File: config.mk
export PLATFORM = sky130hd
export DESIGN_NAME = postfix_expression_evaluator_unit
export DESIGN_NICKNAME = d
export VERILOG_FILES = /design/src/rtl/pfx_pkg.sv /design/src/rtl/pfx_front.sv /design/src/rtl/pfx_queue.sv /design/src/rtl/pfx_muldiv.sv /design/src/rtl/pfx_back.sv /design/src/rtl/postfix_expression_evaluator_unit.sv
export SDC_FILE = /design/constraint.sdc
export NUM_CORES = 2
export LEC_CHECK = 0
export CAP_MARGIN = 10
export CORE_UTILIZATION = 55
export DETAILED_ROUTE_END_ITERATION = 10
export DONT_BUFFER_PORTS = 1
export GPL_TIMING_DRIVEN = 0
export PLACE_DENSITY = 0.74
export SLEW_MARGIN = 10
export SYNTH_ARGS = -nofsm -noshare
export SYNTH_HDL_FRONTEND = slang
export SYNTH_SLANG_ARGS = --single-unit
File: constraint.sdc
create_clock -name clock -period 7 [get_ports clock]
set_input_delay 1.4 -clock clock [delete_from_list [all_inputs] [get_ports clock]]
set_output_delay 1.4 -clock clock [all_outputs]
set_load 0.005 [all_outputs]
File: src/rtl/pfx_pkg.sv
`timescale 1ns / 1ps
// Shared types and codes for the postfix expression evaluator.
// No dependencies; every other file of the block imports this package.

package pfx_pkg;

   // Default sizes, handed to the top-level parameters.
   localparam int STACK_DEPTH_DEF = 16;
   localparam int VALUE_WIDTH_DEF = 32;

   // Entries in the command queue between front and back (a power of two).
   localparam int QUEUE_DEPTH = 4;

   // Operation codes carried from the front to the back.
   localparam int OP_W = 4;
   localparam logic [OP_W-1:0] OP_NONE    = 4'd0;
   localparam logic [OP_W-1:0] OP_ADD     = 4'd1;
   localparam logic [OP_W-1:0] OP_SUB     = 4'd2;
   localparam logic [OP_W-1:0] OP_MUL     = 4'd3;
   localparam logic [OP_W-1:0] OP_DIV     = 4'd4;
   localparam logic [OP_W-1:0] OP_REM     = 4'd5;
   localparam logic [OP_W-1:0] OP_AND     = 4'd6;
   localparam logic [OP_W-1:0] OP_XOR     = 4'd7;
   localparam logic [OP_W-1:0] OP_OR      = 4'd8;
   localparam logic [OP_W-1:0] OP_DISCARD = 4'd9;

   // Status codes of a result beat.
   localparam logic [1:0] ST_OK        = 2'd0;
   localparam logic [1:0] ST_UNDERFLOW = 2'd1;
   localparam logic [1:0] ST_DIV_ZERO  = 2'd2;
   localparam logic [1:0] ST_OVERFLOW  = 2'd3;

   // ASCII characters the front recognises.
   localparam logic [7:0] CH_ZERO    = 8'h30;
   localparam logic [7:0] CH_NINE    = 8'h39;
   localparam logic [7:0] CH_SPACE   = 8'h20;
   localparam logic [7:0] CH_PLUS    = 8'h2B;
   localparam logic [7:0] CH_MINUS   = 8'h2D;
   localparam logic [7:0] CH_STAR    = 8'h2A;
   localparam logic [7:0] CH_SLASH   = 8'h2F;
   localparam logic [7:0] CH_AMP     = 8'h26;
   localparam logic [7:0] CH_CARET   = 8'h5E;
   localparam logic [7:0] CH_BAR     = 8'h7C;
   localparam logic [7:0] CH_PERCENT = 8'h25;

   // Input beat: one character of the expression.
   typedef struct packed {
      logic [7:0] ch;
      logic       end_of_expr;
   } pfx_req_type;

   // Result beat: top of stack and sticky status.
   typedef struct packed {
      logic signed [31:0] value;
      logic [1:0]         status;
   } pfx_rsp_type;

   // Work for the back, in execution order: subtraction left over from a
   // held minus, push of a finished number, operator, emission of a result.
   typedef struct packed {
      logic            pre_sub;
      logic            push_num;
      logic [OP_W-1:0] op;
      logic            emit;
   } pfx_cmd_type;

   // Control of the iterative multiply and divide unit.
   typedef struct packed {
      logic start;
      logic is_mul;
      logic want_rem;
   } pfx_md_ctl_type;

endpackage

File: src/rtl/pfx_front.sv
`timescale 1ns / 1ps
// Front of the evaluator: accepts characters, builds numbers and classifies
// operators into commands for the back. Depends on pfx_pkg.

module pfx_front #(
   parameter int VALUE_WIDTH = pfx_pkg::VALUE_WIDTH_DEF
) (
   input  logic                     clock,
   input  logic                     reset,
   input  logic                     req_valid,
   output logic                     req_stall,
   input  pfx_pkg::pfx_req_type     req_payload,
   input  logic                     q_full,
   output logic                     q_push,
   output pfx_pkg::pfx_cmd_type     q_cmd,
   output logic [VALUE_WIDTH-1:0]   q_num
);
   import pfx_pkg::*;

   logic                   accept;
   logic                   digit;
   logic                   last;
   logic [7:0]             ch;
   logic [VALUE_WIDTH-1:0] accum_ff, accum_in;
   logic                   in_number_ff, in_number_in;
   logic                   negative_ff, negative_in;
   logic                   pending_minus_ff, pending_minus_in;
   logic [VALUE_WIDTH-1:0] num_acc;
   logic                   num_neg;
   logic                   num_live;
   pfx_cmd_type            cmd;

   assign ch        = req_payload.ch;
   assign last      = req_payload.end_of_expr;
   assign req_stall = q_full;
   assign accept    = req_valid && !q_full;
   assign digit     = (ch >= CH_ZERO) && (ch <= CH_NINE);

   // Classify the character against the number and minus state.
   always_comb begin
      cmd              = '0;
      cmd.op           = OP_NONE;
      num_acc          = accum_ff;
      num_neg          = negative_ff;
      num_live         = in_number_ff;
      pending_minus_in = 1'b0;

      // A held minus becomes a sign before a digit, otherwise a subtraction.
      if (pending_minus_ff) begin
         if (digit) begin
            num_live = 1'b1;
            num_neg  = 1'b1;
            num_acc  = '0;
         end else begin
            cmd.pre_sub = 1'b1;
         end
      end

      if (digit) begin
         if (!num_live) begin
            num_live = 1'b1;
            num_neg  = 1'b0;
            num_acc  = '0;
         end
         // Times ten as two shifted adds, wrapping at the value width.
         num_acc = (num_acc << 3) + (num_acc << 1) + VALUE_WIDTH'(ch[3:0]);
      end else begin
         cmd.push_num = num_live;
         num_live     = 1'b0;
         unique case (ch)
            CH_SPACE: begin
               cmd.op = OP_NONE;
            end
            CH_MINUS: begin
               if (last) begin
                  cmd.op = OP_SUB;
               end else begin
                  pending_minus_in = 1'b1;
               end
            end
            CH_PLUS:    cmd.op = OP_ADD;
            CH_STAR:    cmd.op = OP_MUL;
            CH_SLASH:   cmd.op = OP_DIV;
            CH_PERCENT: cmd.op = OP_REM;
            CH_AMP:     cmd.op = OP_AND;
            CH_CARET:   cmd.op = OP_XOR;
            CH_BAR:     cmd.op = OP_OR;
            default:    cmd.op = OP_DISCARD;
         endcase
      end

      // The end mark terminates any number and asks for a result.
      if (last) begin
         cmd.emit = 1'b1;
         if (digit) begin
            cmd.push_num = 1'b1;
         end
         num_live = 1'b0;
      end

      q_num = num_neg ? (VALUE_WIDTH'(0) - num_acc) : num_acc;

      in_number_in = num_live;
      accum_in     = num_live ? num_acc : '0;
      negative_in  = num_live ? num_neg : 1'b0;
   end

   // Only characters that leave work for the back enter the queue.
   assign q_cmd  = cmd;
   assign q_push = accept && (cmd.pre_sub || cmd.push_num || (cmd.op != OP_NONE) || cmd.emit);

   // Number and minus state.
   always_ff @(posedge clock) begin
      if (reset) begin
         accum_ff         <= '0;
         in_number_ff     <= 1'b0;
         negative_ff      <= 1'b0;
         pending_minus_ff <= 1'b0;
      end else if (accept) begin
         accum_ff         <= accum_in;
         in_number_ff     <= in_number_in;
         negative_ff      <= negative_in;
         pending_minus_ff <= pending_minus_in;
      end
   end

endmodule

File: src/rtl/pfx_queue.sv
`timescale 1ns / 1ps
// Short command queue that decouples the front from the back.
// Depends on pfx_pkg for the command type and the queue depth.

module pfx_queue #(
   parameter int VALUE_WIDTH = pfx_pkg::VALUE_WIDTH_DEF
) (
   input  logic                   clock,
   input  logic                   reset,
   input  logic                   push,
   input  pfx_pkg::pfx_cmd_type   push_cmd,
   input  logic [VALUE_WIDTH-1:0] push_num,
   output logic                   full,
   input  logic                   pop,
   output logic                   out_valid,
   output pfx_pkg::pfx_cmd_type   out_cmd,
   output logic [VALUE_WIDTH-1:0] out_num
);
   import pfx_pkg::*;

   localparam int PtrW = $clog2(QUEUE_DEPTH);
   localparam int CntW = $clog2(QUEUE_DEPTH + 1);

   pfx_cmd_type            cmd_mem [QUEUE_DEPTH];
   logic [VALUE_WIDTH-1:0] num_mem [QUEUE_DEPTH];
   logic [PtrW-1:0]        wr_ptr_ff;
   logic [PtrW-1:0]        rd_ptr_ff;
   logic [CntW-1:0]        count_ff;
   logic                   do_push;
   logic                   do_pop;

   assign full      = (count_ff == CntW'(QUEUE_DEPTH));
   assign out_valid = (count_ff != '0);
   assign out_cmd   = cmd_mem[rd_ptr_ff];
   assign out_num   = num_mem[rd_ptr_ff];
   assign do_push   = push && !full;
   assign do_pop    = pop && out_valid;

   // Entry storage.
   always_ff @(posedge clock) begin
      if (do_push) begin
         cmd_mem[wr_ptr_ff] <= push_cmd;
         num_mem[wr_ptr_ff] <= push_num;
      end
   end

   // Pointers and fill count; the depth is a power of two so they wrap.
   always_ff @(posedge clock) begin
      if (reset) begin
         wr_ptr_ff <= '0;
         rd_ptr_ff <= '0;
         count_ff  <= '0;
      end else begin
         if (do_push) begin
            wr_ptr_ff <= wr_ptr_ff + PtrW'(1);
         end
         if (do_pop) begin
            rd_ptr_ff <= rd_ptr_ff + PtrW'(1);
         end
         if (do_push && !do_pop) begin
            count_ff <= count_ff + CntW'(1);
         end else if (do_pop && !do_push) begin
            count_ff <= count_ff - CntW'(1);
         end
      end
   end

endmodule

File: src/rtl/pfx_muldiv.sv
`timescale 1ns / 1ps
// Iterative shift-add multiplier and restoring divider, one bit per cycle.
// Depends on pfx_pkg for its control struct.

module pfx_muldiv #(
   parameter int VALUE_WIDTH = pfx_pkg::VALUE_WIDTH_DEF
) (
   input  logic                     clock,
   input  logic                     reset,
   input  pfx_pkg::pfx_md_ctl_type  ctl,
   input  logic [VALUE_WIDTH-1:0]   a,
   input  logic [VALUE_WIDTH-1:0]   b,
   output logic                     done,
   output logic [VALUE_WIDTH-1:0]   result
);
   import pfx_pkg::*;

   localparam int W  = VALUE_WIDTH;
   localparam int CW = $clog2(W);

   logic          busy_ff;
   logic          done_ff;
   logic [CW-1:0] cnt_ff;
   logic          is_mul_ff;
   logic          want_rem_ff;
   logic          neg_q_ff;
   logic          neg_r_ff;
   logic [W-1:0]  acc_ff;
   logic [W-1:0]  shf_ff;
   logic [W-1:0]  opd_ff;
   logic [W-1:0]  mag_a;
   logic [W-1:0]  mag_b;
   logic [W:0]    trial_rem;
   logic [W:0]    trial_diff;
   logic          fits;

   // Magnitudes for the divider; the most negative value fits unsigned.
   assign mag_a = a[W-1] ? (W'(0) - a) : a;
   assign mag_b = b[W-1] ? (W'(0) - b) : b;

   // One restoring step: shift in the next dividend bit and try a subtract.
   assign trial_rem  = {acc_ff, shf_ff[W-1]};
   assign trial_diff = trial_rem - {1'b0, opd_ff};
   assign fits       = !trial_diff[W];

   // Step counter.
   always_ff @(posedge clock) begin
      if (reset) begin
         busy_ff <= 1'b0;
         done_ff <= 1'b0;
         cnt_ff  <= '0;
      end else begin
         done_ff <= 1'b0;
         if (ctl.start) begin
            busy_ff <= 1'b1;
            cnt_ff  <= '0;
         end else if (busy_ff) begin
            cnt_ff <= cnt_ff + CW'(1);
            if (cnt_ff == CW'(W - 1)) begin
               busy_ff <= 1'b0;
               done_ff <= 1'b1;
            end
         end
      end
   end

   // Datapath: acc holds product or remainder, shf the multiplier or quotient.
   always_ff @(posedge clock) begin
      if (ctl.start) begin
         is_mul_ff   <= ctl.is_mul;
         want_rem_ff <= ctl.want_rem;
         neg_q_ff    <= a[W-1] ^ b[W-1];
         neg_r_ff    <= a[W-1];
         acc_ff      <= '0;
         if (ctl.is_mul) begin
            shf_ff <= b;
            opd_ff <= a;
         end else begin
            shf_ff <= mag_a;
            opd_ff <= mag_b;
         end
      end else if (busy_ff) begin
         if (is_mul_ff) begin
            if (shf_ff[0]) begin
               acc_ff <= acc_ff + opd_ff;
            end
            opd_ff <= opd_ff << 1;
            shf_ff <= shf_ff >> 1;
         end else begin
            acc_ff <= fits ? trial_diff[W-1:0] : trial_rem[W-1:0];
            shf_ff <= {shf_ff[W-2:0], fits};
         end
      end
   end

   // Signs are restored on the way out: quotient toward zero, remainder
   // with the sign of the dividend.
   always_comb begin
      if (is_mul_ff) begin
         result = acc_ff;
      end else if (want_rem_ff) begin
         result = neg_r_ff ? (W'(0) - acc_ff) : acc_ff;
      end else begin
         result = neg_q_ff ? (W'(0) - shf_ff) : shf_ff;
      end
   end

   assign done = done_ff;

endmodule

File: src/rtl/pfx_back.sv
`timescale 1ns / 1ps
// Back of the evaluator: runs queued commands on the operand stack and
// drives the result register. Depends on pfx_pkg and pfx_muldiv.

module pfx_back #(
   parameter int STACK_DEPTH = pfx_pkg::STACK_DEPTH_DEF,
   parameter int VALUE_WIDTH = pfx_pkg::VALUE_WIDTH_DEF
) (
   input  logic                   clock,
   input  logic                   reset,
   input  logic                   q_valid,
   output logic                   q_pop,
   input  pfx_pkg::pfx_cmd_type   q_cmd,
   input  logic [VALUE_WIDTH-1:0] q_num,
   output logic                   rsp_valid,
   input  logic                   rsp_stall,
   output pfx_pkg::pfx_rsp_type   rsp_payload
);
   import pfx_pkg::*;

   localparam int W    = VALUE_WIDTH;
   localparam int AW   = $clog2(STACK_DEPTH);
   localparam int SPW  = $clog2(STACK_DEPTH + 1);
   localparam int ExtW = (W > 32) ? W : 32;

   localparam logic [2:0] S_IDLE = 3'd0;
   localparam logic [2:0] S_NEXT = 3'd1;
   localparam logic [2:0] S_OPRD = 3'd2;
   localparam logic [2:0] S_WAIT = 3'd3;
   localparam logic [2:0] S_EMIT = 3'd4;

   logic [2:0]      state_ff, state_in;
   pfx_cmd_type     cmd_ff, cmd_in;
   logic [W-1:0]    num_ff, num_in;
   logic [OP_W-1:0] exec_op_ff, exec_op_in;
   logic [SPW-1:0]  sp_ff, sp_in;
   logic [1:0]      err_ff, err_in;
   logic [W-1:0]    stack_mem [STACK_DEPTH];
   logic [W-1:0]    rd_a_ff;
   logic [W-1:0]    rd_b_ff;
   logic            rsp_valid_ff;
   pfx_rsp_type     rsp_payload_ff, rsp_payload_in;
   logic            rsp_load;

   logic [SPW-1:0]  sp_m1;
   logic [SPW-1:0]  sp_m2;
   logic [AW-1:0]   addr_top;
   logic [AW-1:0]   addr_next;
   logic            wr_en;
   logic [AW-1:0]   wr_addr;
   logic [W-1:0]    wr_data;
   logic            do_op;
   logic [OP_W-1:0] opc;
   logic            write_result;
   logic [W-1:0]    op_result;
   logic [ExtW-1:0] top_ext;

   pfx_md_ctl_type  md_ctl;
   logic            md_done;
   logic [W-1:0]    md_result;

   function automatic logic [1:0] sticky(input logic [1:0] cur, input logic [1:0] code);
      return (cur == ST_OK) ? code : cur;
   endfunction

   assign sp_m1     = sp_ff - SPW'(1);
   assign sp_m2     = sp_ff - SPW'(2);
   assign addr_top  = sp_m1[AW-1:0];
   assign addr_next = sp_m2[AW-1:0];
   assign top_ext   = ExtW'($signed(rd_b_ff));

   pfx_muldiv #(
      .VALUE_WIDTH(VALUE_WIDTH)
   ) u_muldiv (
      .clock  (clock),
      .reset  (reset),
      .ctl    (md_ctl),
      .a      (rd_a_ff),
      .b      (rd_b_ff),
      .done   (md_done),
      .result (md_result)
   );

   // Sequencer over the actions of one command.
   always_comb begin
      state_in       = state_ff;
      cmd_in         = cmd_ff;
      num_in         = num_ff;
      exec_op_in     = exec_op_ff;
      sp_in          = sp_ff;
      err_in         = err_ff;
      wr_en          = 1'b0;
      wr_addr        = addr_next;
      wr_data        = '0;
      q_pop          = 1'b0;
      rsp_load       = 1'b0;
      rsp_payload_in = rsp_payload_ff;
      md_ctl         = '0;
      md_ctl.is_mul  = (exec_op_ff == OP_MUL);
      md_ctl.want_rem = (exec_op_ff == OP_REM);
      do_op          = 1'b0;
      opc            = OP_NONE;
      write_result   = 1'b0;
      op_result      = '0;

      unique case (state_ff)
         S_IDLE: begin
            if (q_valid) begin
               q_pop    = 1'b1;
               cmd_in   = q_cmd;
               num_in   = q_num;
               state_in = S_NEXT;
            end
         end
         S_NEXT: begin
            if (cmd_ff.pre_sub) begin
               cmd_in.pre_sub = 1'b0;
               do_op          = 1'b1;
               opc            = OP_SUB;
            end else if (cmd_ff.push_num) begin
               cmd_in.push_num = 1'b0;
               // A push onto a full stack is dropped and flagged.
               if (sp_ff == SPW'(STACK_DEPTH)) begin
                  err_in = sticky(err_ff, ST_OVERFLOW);
               end else begin
                  wr_en   = 1'b1;
                  wr_addr = sp_ff[AW-1:0];
                  wr_data = num_ff;
                  sp_in   = sp_ff + SPW'(1);
               end
            end else if (cmd_ff.op != OP_NONE) begin
               cmd_in.op = OP_NONE;
               do_op     = 1'b1;
               opc       = cmd_ff.op;
            end else if (cmd_ff.emit) begin
               cmd_in.emit = 1'b0;
               state_in    = S_EMIT;
            end else begin
               state_in = S_IDLE;
            end

            // Fewer than two operands empties the stack; an operator pushes 0.
            if (do_op) begin
               if (sp_ff < SPW'(2)) begin
                  err_in = sticky(err_ff, ST_UNDERFLOW);
                  if (opc == OP_DISCARD) begin
                     sp_in = '0;
                  end else begin
                     wr_en   = 1'b1;
                     wr_addr = '0;
                     wr_data = '0;
                     sp_in   = SPW'(1);
                  end
               end else begin
                  exec_op_in = opc;
                  state_in   = S_OPRD;
               end
            end
         end
         S_OPRD: begin
            // Both operands are in the read registers now.
            state_in = S_NEXT;
            unique case (exec_op_ff) inside
               OP_DISCARD: begin
                  sp_in = sp_m2;
               end
               OP_ADD: begin
                  write_result = 1'b1;
                  op_result    = rd_a_ff + rd_b_ff;
               end
               OP_SUB: begin
                  write_result = 1'b1;
                  op_result    = rd_a_ff - rd_b_ff;
               end
               OP_AND: begin
                  write_result = 1'b1;
                  op_result    = rd_a_ff & rd_b_ff;
               end
               OP_XOR: begin
                  write_result = 1'b1;
                  op_result    = rd_a_ff ^ rd_b_ff;
               end
               OP_OR: begin
                  write_result = 1'b1;
                  op_result    = rd_a_ff | rd_b_ff;
               end
               OP_MUL: begin
                  md_ctl.start = 1'b1;
                  state_in     = S_WAIT;
               end
               OP_DIV, OP_REM: begin
                  if (rd_b_ff == '0) begin
                     err_in       = sticky(err_ff, ST_DIV_ZERO);
                     write_result = 1'b1;
                     op_result    = '0;
                  end else begin
                     md_ctl.start = 1'b1;
                     state_in     = S_WAIT;
                  end
               end
               default: begin
                  write_result = 1'b1;
                  op_result    = '0;
               end
            endcase
         end
         S_WAIT: begin
            if (md_done) begin
               write_result = 1'b1;
               op_result    = md_result;
               state_in     = S_NEXT;
            end
         end
         S_EMIT: begin
            // Load the result register once it is free or being taken.
            if (!rsp_valid_ff || !rsp_stall) begin
               rsp_load = 1'b1;
               if (sp_ff == '0) begin
                  rsp_payload_in.value  = '0;
                  rsp_payload_in.status = sticky(err_ff, ST_UNDERFLOW);
               end else begin
                  rsp_payload_in.value  = top_ext[31:0];
                  rsp_payload_in.status = err_ff;
               end
               sp_in    = '0;
               err_in   = ST_OK;
               state_in = S_IDLE;
            end
         end
         default: begin
            state_in = S_IDLE;
         end
      endcase

      // Two operands popped, one result pushed in place of the lower.
      if (write_result) begin
         wr_en   = 1'b1;
         wr_addr = addr_next;
         wr_data = op_result;
         sp_in   = sp_m1;
      end
   end

   // Operand stack: one write port, two registered read ports at the top.
   always_ff @(posedge clock) begin
      if (wr_en) begin
         stack_mem[wr_addr] <= wr_data;
      end
      rd_b_ff <= stack_mem[addr_top];
      rd_a_ff <= stack_mem[addr_next];
   end

   // Control state.
   always_ff @(posedge clock) begin
      if (reset) begin
         state_ff   <= S_IDLE;
         cmd_ff     <= '0;
         exec_op_ff <= OP_NONE;
         sp_ff      <= '0;
         err_ff     <= ST_OK;
      end else begin
         state_ff   <= state_in;
         cmd_ff     <= cmd_in;
         exec_op_ff <= exec_op_in;
         sp_ff      <= sp_in;
         err_ff     <= err_in;
      end
   end

   always_ff @(posedge clock) begin
      num_ff <= num_in;
   end

   // Result register; holds its beat while the receiver stalls.
   always_ff @(posedge clock) begin
      if (reset) begin
         rsp_valid_ff <= 1'b0;
      end else if (rsp_load) begin
         rsp_valid_ff <= 1'b1;
      end else if (!rsp_stall) begin
         rsp_valid_ff <= 1'b0;
      end
   end

   always_ff @(posedge clock) begin
      if (rsp_load) begin
         rsp_payload_ff <= rsp_payload_in;
      end
   end

   assign rsp_valid   = rsp_valid_ff;
   assign rsp_payload = rsp_payload_ff;

   // The stack pointer never passes the stack depth.
   a_sp_bound: assert property (@(posedge clock) disable iff (reset)
      sp_ff <= SPW'(STACK_DEPTH))
      else $error("stack pointer beyond stack depth");

   // Emitting a result clears the expression state and presents the beat.
   a_emit_clears: assert property (@(posedge clock) disable iff (reset)
      rsp_load |=> (sp_ff == '0) && (err_ff == ST_OK) && rsp_valid_ff)
      else $error("expression state not cleared after emit");

   // The multiply and divide unit only starts with two operands on the stack.
   a_md_start: assert property (@(posedge clock) disable iff (reset)
      md_ctl.start |-> (state_ff == S_OPRD) && (sp_ff >= SPW'(2)))
      else $error("arithmetic unit started without two operands");

   // A finished multiply or divide is only reported while it is awaited.
   a_md_done: assert property (@(posedge clock) disable iff (reset)
      md_done |-> (state_ff == S_WAIT))
      else $error("arithmetic unit finished outside wait state");

endmodule

File: src/rtl/postfix_expression_evaluator_unit.sv
`timescale 1ns / 1ps
// Top level of the postfix expression evaluator.
// Depends on pfx_pkg, pfx_front, pfx_queue and pfx_back.
// Usage:
//   The req channel takes one ASCII character per beat; end_of_expr marks the
//   last character of an expression. Numbers are decimal digit runs, a '-'
//   directly before a digit makes the number negative, tokens are separated
//   by spaces. For each end mark the rsp channel delivers one beat with the
//   top of the stack and a sticky status (ok, underflow, divide by zero,
//   overflow); the stack and status are then cleared for the next expression.
//   Timing: characters are taken one per cycle while the queue has room.
//   Digits make no command unless they carry the end mark, nor do spaces and
//   minus signs that close no number, follow no held minus and carry no end
//   mark; the rest enter a four-entry command queue. The back runs the actions
//   of each command in order; multiply, divide and remainder run one bit a
//   cycle in a shared iterative unit. A lone end mark passes through the queue
//   and the back's idle, next and emit states before its result is presented;
//   req_stall rises when the queue is full.
//   Reset clears the number, queue, stack pointer and status state; the stack
//   memory needs no clearing. While rsp_stall is high the beat is held.

module postfix_expression_evaluator_unit #(
   parameter int STACK_DEPTH = pfx_pkg::STACK_DEPTH_DEF,
   parameter int VALUE_WIDTH = pfx_pkg::VALUE_WIDTH_DEF
) (
   input  logic                 clock,
   input  logic                 reset,
   input  logic                 req_valid,
   output logic                 req_stall,
   input  pfx_pkg::pfx_req_type req_payload,
   output logic                 rsp_valid,
   input  logic                 rsp_stall,
   output pfx_pkg::pfx_rsp_type rsp_payload
);
   import pfx_pkg::*;

   logic                   q_push;
   logic                   q_full;
   logic                   q_pop;
   logic                   q_valid;
   pfx_cmd_type            q_in_cmd;
   pfx_cmd_type            q_out_cmd;
   logic [VALUE_WIDTH-1:0] q_in_num;
   logic [VALUE_WIDTH-1:0] q_out_num;

   // Character intake and classification.
   pfx_front #(
      .VALUE_WIDTH(VALUE_WIDTH)
   ) u_front (
      .clock       (clock),
      .reset       (reset),
      .req_valid   (req_valid),
      .req_stall   (req_stall),
      .req_payload (req_payload),
      .q_full      (q_full),
      .q_push      (q_push),
      .q_cmd       (q_in_cmd),
      .q_num       (q_in_num)
   );

   // Command queue between the two halves.
   pfx_queue #(
      .VALUE_WIDTH(VALUE_WIDTH)
   ) u_queue (
      .clock     (clock),
      .reset     (reset),
      .push      (q_push),
      .push_cmd  (q_in_cmd),
      .push_num  (q_in_num),
      .full      (q_full),
      .pop       (q_pop),
      .out_valid (q_valid),
      .out_cmd   (q_out_cmd),
      .out_num   (q_out_num)
   );

   // Stack execution and result delivery.
   pfx_back #(
      .STACK_DEPTH(STACK_DEPTH),
      .VALUE_WIDTH(VALUE_WIDTH)
   ) u_back (
      .clock       (clock),
      .reset       (reset),
      .q_valid     (q_valid),
      .q_pop       (q_pop),
      .q_cmd       (q_out_cmd),
      .q_num       (q_out_num),
      .rsp_valid   (rsp_valid),
      .rsp_stall   (rsp_stall),
      .rsp_payload (rsp_payload)
   );

endmodule

==> flow_summary.yaml <==
power_and_ir_drop:
  p_int_uw: 13100
  pwr-share-clk_pct: 27.1
  leakagePower_uw: 0.0211
  sw_frac_of_total_pct: 36.4
  switching_power_uw: 7530
  ir_worst_vdd_uv: 274
  combPwrFrac_pct: 35.9
  p_per_area_mw_per_mm2: 340
  seqPwrFrac_pct: 37.0
grt:
  grt_usage_pct: 36.5
  grt_pass1_vias: 39700
  grt_pass1_wl_um: 266000
  grt_max_degree: 33
  gr-total-overflow: 0
  antenna_found_initial: 8
yosys:
  ys.flop_type: "edfxtp_1"
  synth-edff-count: 802
  yosys.area.top_type: "edfxtp_1"
  syn_area_per_cell_um2: 12.6
  syn_area_mm2: 0.0546
  ys_types: 95
  synth.yosys.seq_area_share_pct: 50.3
  synth_cells: 4340
  syn_nets: 4592
  yosysWarnings: 0
  synth_area_leaders: "edfxtp_1 44%, mux4_2 15%, dfxtp_1 6.2%"
  async_reset_ff_share_pct: 0
  synth_top_area_share_pct: 44.1
  ys_ff_latch: 971
critical_path:
  arrival_ns: 7.19
  crit_required_ns: 7.42
  crit_type: "flip-flop to flip-flop"
  path_max_fanout: 16
  crit_path_start_kind: "flip-flop"
  endpoint_kind: "flip-flop"
timing:
  period_minus_slack_ns: 6.78
  fmax_mhz: 148
  worstMarginPinSlew_ns: 1.31
  fin_skew_ns: 0.0305
  setup_slack_ns: 0.221
  finalCritPeriodShare_pct: 96.8
  setup_viol: 0
  rsz0062_at_grt: "false"
  slew_headroom_pct: 12.4
  finalMaxSlewViolations: 0
  hold_violations: 0
cts:
  cts_max_path_buffers: 3
  root_buffer: "clkbuf_16"
  cts_sinks: 971
  clock_latency_ns: 0.71
  cts_max_level: 3
  clk_transition_reported_paths_ns: 0.06
  cts_tree: "built"
  ctsHoldBuffers: 0
  numCtsBuffers: 101
drt:
  route.detailed.drc: 0
  route.vias.total: 41500
  dr.pass1.iters: 10
  wirelength_um: 183000
  drtIter0Drc: 6097
  viasPerCell: 7.07
  routedWlPerCell_um: 31.2
  postRouteAntennaNets: 0
floorplan:
  start_util_pct: 55.5
  die_w_um: 317
  die_y_um: 317
  core_region_area_mm2: 0.0984
  pin_count: 49
  dieArea_mm2: 0.101
  placementRows: 115
placement:
  place.gp.congestion: 1.06
  dp_hpwl_um: 130000
  place_inst: 5668
  port-buffer-count: 0
  placed_cell_area_mm2: 0.0572
  place_ws_ns: -0.313
flow_run:
  drv_cap: 0
cells_and_area:
  nets: 4742
  layout-drive-gt1-share_pct: 14.9
  syn2layout_area_growth_pct: 11.2
  fin_cells: 5867
  design_area_mm2: 0.0607
outcome:
  status: "finished, final reports clean"
worst_hold_path:
  min_path_type: "flip-flop to flip-flop"
power groups by stage:
stage                     registers [uW]  logic, uW  clock network, uW
after CTS                           7550       7200               5610
after detailed placement            7670       7080                  0
after floorplan                     7270       5090                  0
final                               7650       7420               5600
after global placement              7680       6790                  0
after global routing                7620       7820               5830
flip-flops by register name (all words and copies together) (netlist names), 4 cells and up, named ones only:
| name | flops |
|---|---|
| u_back.u_muldiv.opd_ff | 32 |
| u_back.rsp_payload | 34 |
| u_back.num_ff | 32 |
| u_back.rd_b_ff | 32 |
| u_front.accum_ff | 32 |
| u_back.u_muldiv.shf_ff | 32 |
| u_back.rd_a_ff | 32 |
| u_back.u_muldiv.cnt_ff | 5 |
| u_back.u_muldiv.acc_ff | 32 |
| u_back.stack_mem | 512 |
| u_queue.cmd_mem | 28 |
| u_back.sp_ff | 5 |
| u_back.cmd_ff | 7 |
| u_back.exec_op_ff | 4 |
| u_queue.num_mem | 128 |
path summary, 6_finish.rpt:
check | from | endpoint | slack (ns) | cells after the start
worst min-delay path | u_front.accum_ff[31] | u_front.accum_ff[31] | 0.50 | 2
worst max register to register | u_back.rd_b_ff[1] | u_back.stack_mem[15][30] | 0.22 | 18
worst max-delay path | u_back.rd_b_ff[1] | u_back.stack_mem[15][30] | 0.22 | 18
worst min register to register | u_front.accum_ff[31] | u_front.accum_ff[31] | 0.50 | 2
logic make-up after synthesis:
group                    count (synthesis)  share of synthesized area, %
adder cells (fa/ha/maj)                239                          5.54
AND/OR/NAND/NOR                        982                          8.51
multiplexers                           422                          16.0
XOR/XNOR                               269                          4.31
AO/OA/AOI/OAI                         1018                          12.3
buffers and inverters                  439                          3.11
flip-flops                             971                          50.3
through the flow:
stage	power (uW)	TNS (ns)	hold slack [ns]	util, %
after CTS	20400	0	0.501	61.6
final	20700	0	0.500	61.7
after global routing	21300	0	0.538	61.7
after floorplan	12400	0	0.454	-
after detailed placement	14700	-5.75	0.482	58.1
after global placement	14500	-337.94	0.472	57.1
cells in the mapped netlist, types with 88 or more instances:
| cell type | n |
|---|---|
| edfxtp_1 | 802 |
| clkbuf_1 | 203 |
| o21ai_0 | 217 |
| inv_1 | 173 |
| mux4_2 | 359 |
| dfxtp_1 | 169 |
| xnor2_1 | 181 |
| a21oi_1 | 236 |
| nor2_1 | 312 |
| xor2_1 | 88 |
| nand2_1 | 281 |
| ha_1 | 234 |
layout make-up:
type / count / area, um^2
Inverter: 179 / 672
Clock buffer: 141 / 2960
Multi-Input combinational cell: 2930 / 25700
Fill cell: 7466 / 37700
Buffer: 260 / 1040
Timing Repair Buffer: 47 / 863
Sequential cell: 971 / 27500
Antenna cell: 3 / 7.51
Clock inverter: 49 / 482
Tap cell: 1287 / 1610
metal layers:
layer / part of all wire (%) / vias up / wire, um / global-route usage (%)
met5: 0.16 / - / 302 / 1.09
met4: 7.2 / 10 / 13100 / 21.4
met3: 12 / 729 / 21400 / 9.36
met2: 45 / 3051 / 82900 / 56.4
met1: 36 / 20400 / 65400 / 46.5
li1: - / 17300 / - / -
worst max-delay path, cell delays in order, from the launching register on:
cell and delay, ns:
dfxtp_1 0.49, inv_1 0.29, ha_1 0.28, or3b_4 0.44
nand4b_4 0.29, nor4_2 0.51, nor2_1 0.11, xnor2_1 0.19
ha_1 0.31, clkbuf_1 0.35, o2111ai_1 0.24, a211oi_2 0.44
o221ai_1 0.32, a21oi_1 0.54, o21ai_0 0.35, o21ai_0 0.36
nand2_1 0.13, nor4b_1 0.27, a211o_1 0.53
what timing repair did:
item | 4_1_cts | 5_1_grt
resized for setup | 0 | 6
setup endpoints to repair | 0 | 60
setup buffers | 0 | 1
cells in the final DEF (no fill, tap or decap), drive strengths merged, types with 66 or more instances in the layout:
| master | netlist | final |
|---|---|---|
| a22oi | 66 | 66 |
| xor2 | 88 | 88 |
| clkbuf | 203 | 351 |
| a21oi | 237 | 237 |
| nand2 | 281 | 281 |
| mux4 | 359 | 359 |
| edfxtp | 802 | 802 |
| buf | 57 | 97 |
| o21ai | 223 | 223 |
| ha | 234 | 234 |
| nor2 | 314 | 314 |
| xnor2 | 181 | 181 |
| dfxtp | 169 | 169 |
| inv | 176 | 185 |
Power figures use the tool's default switching activity.
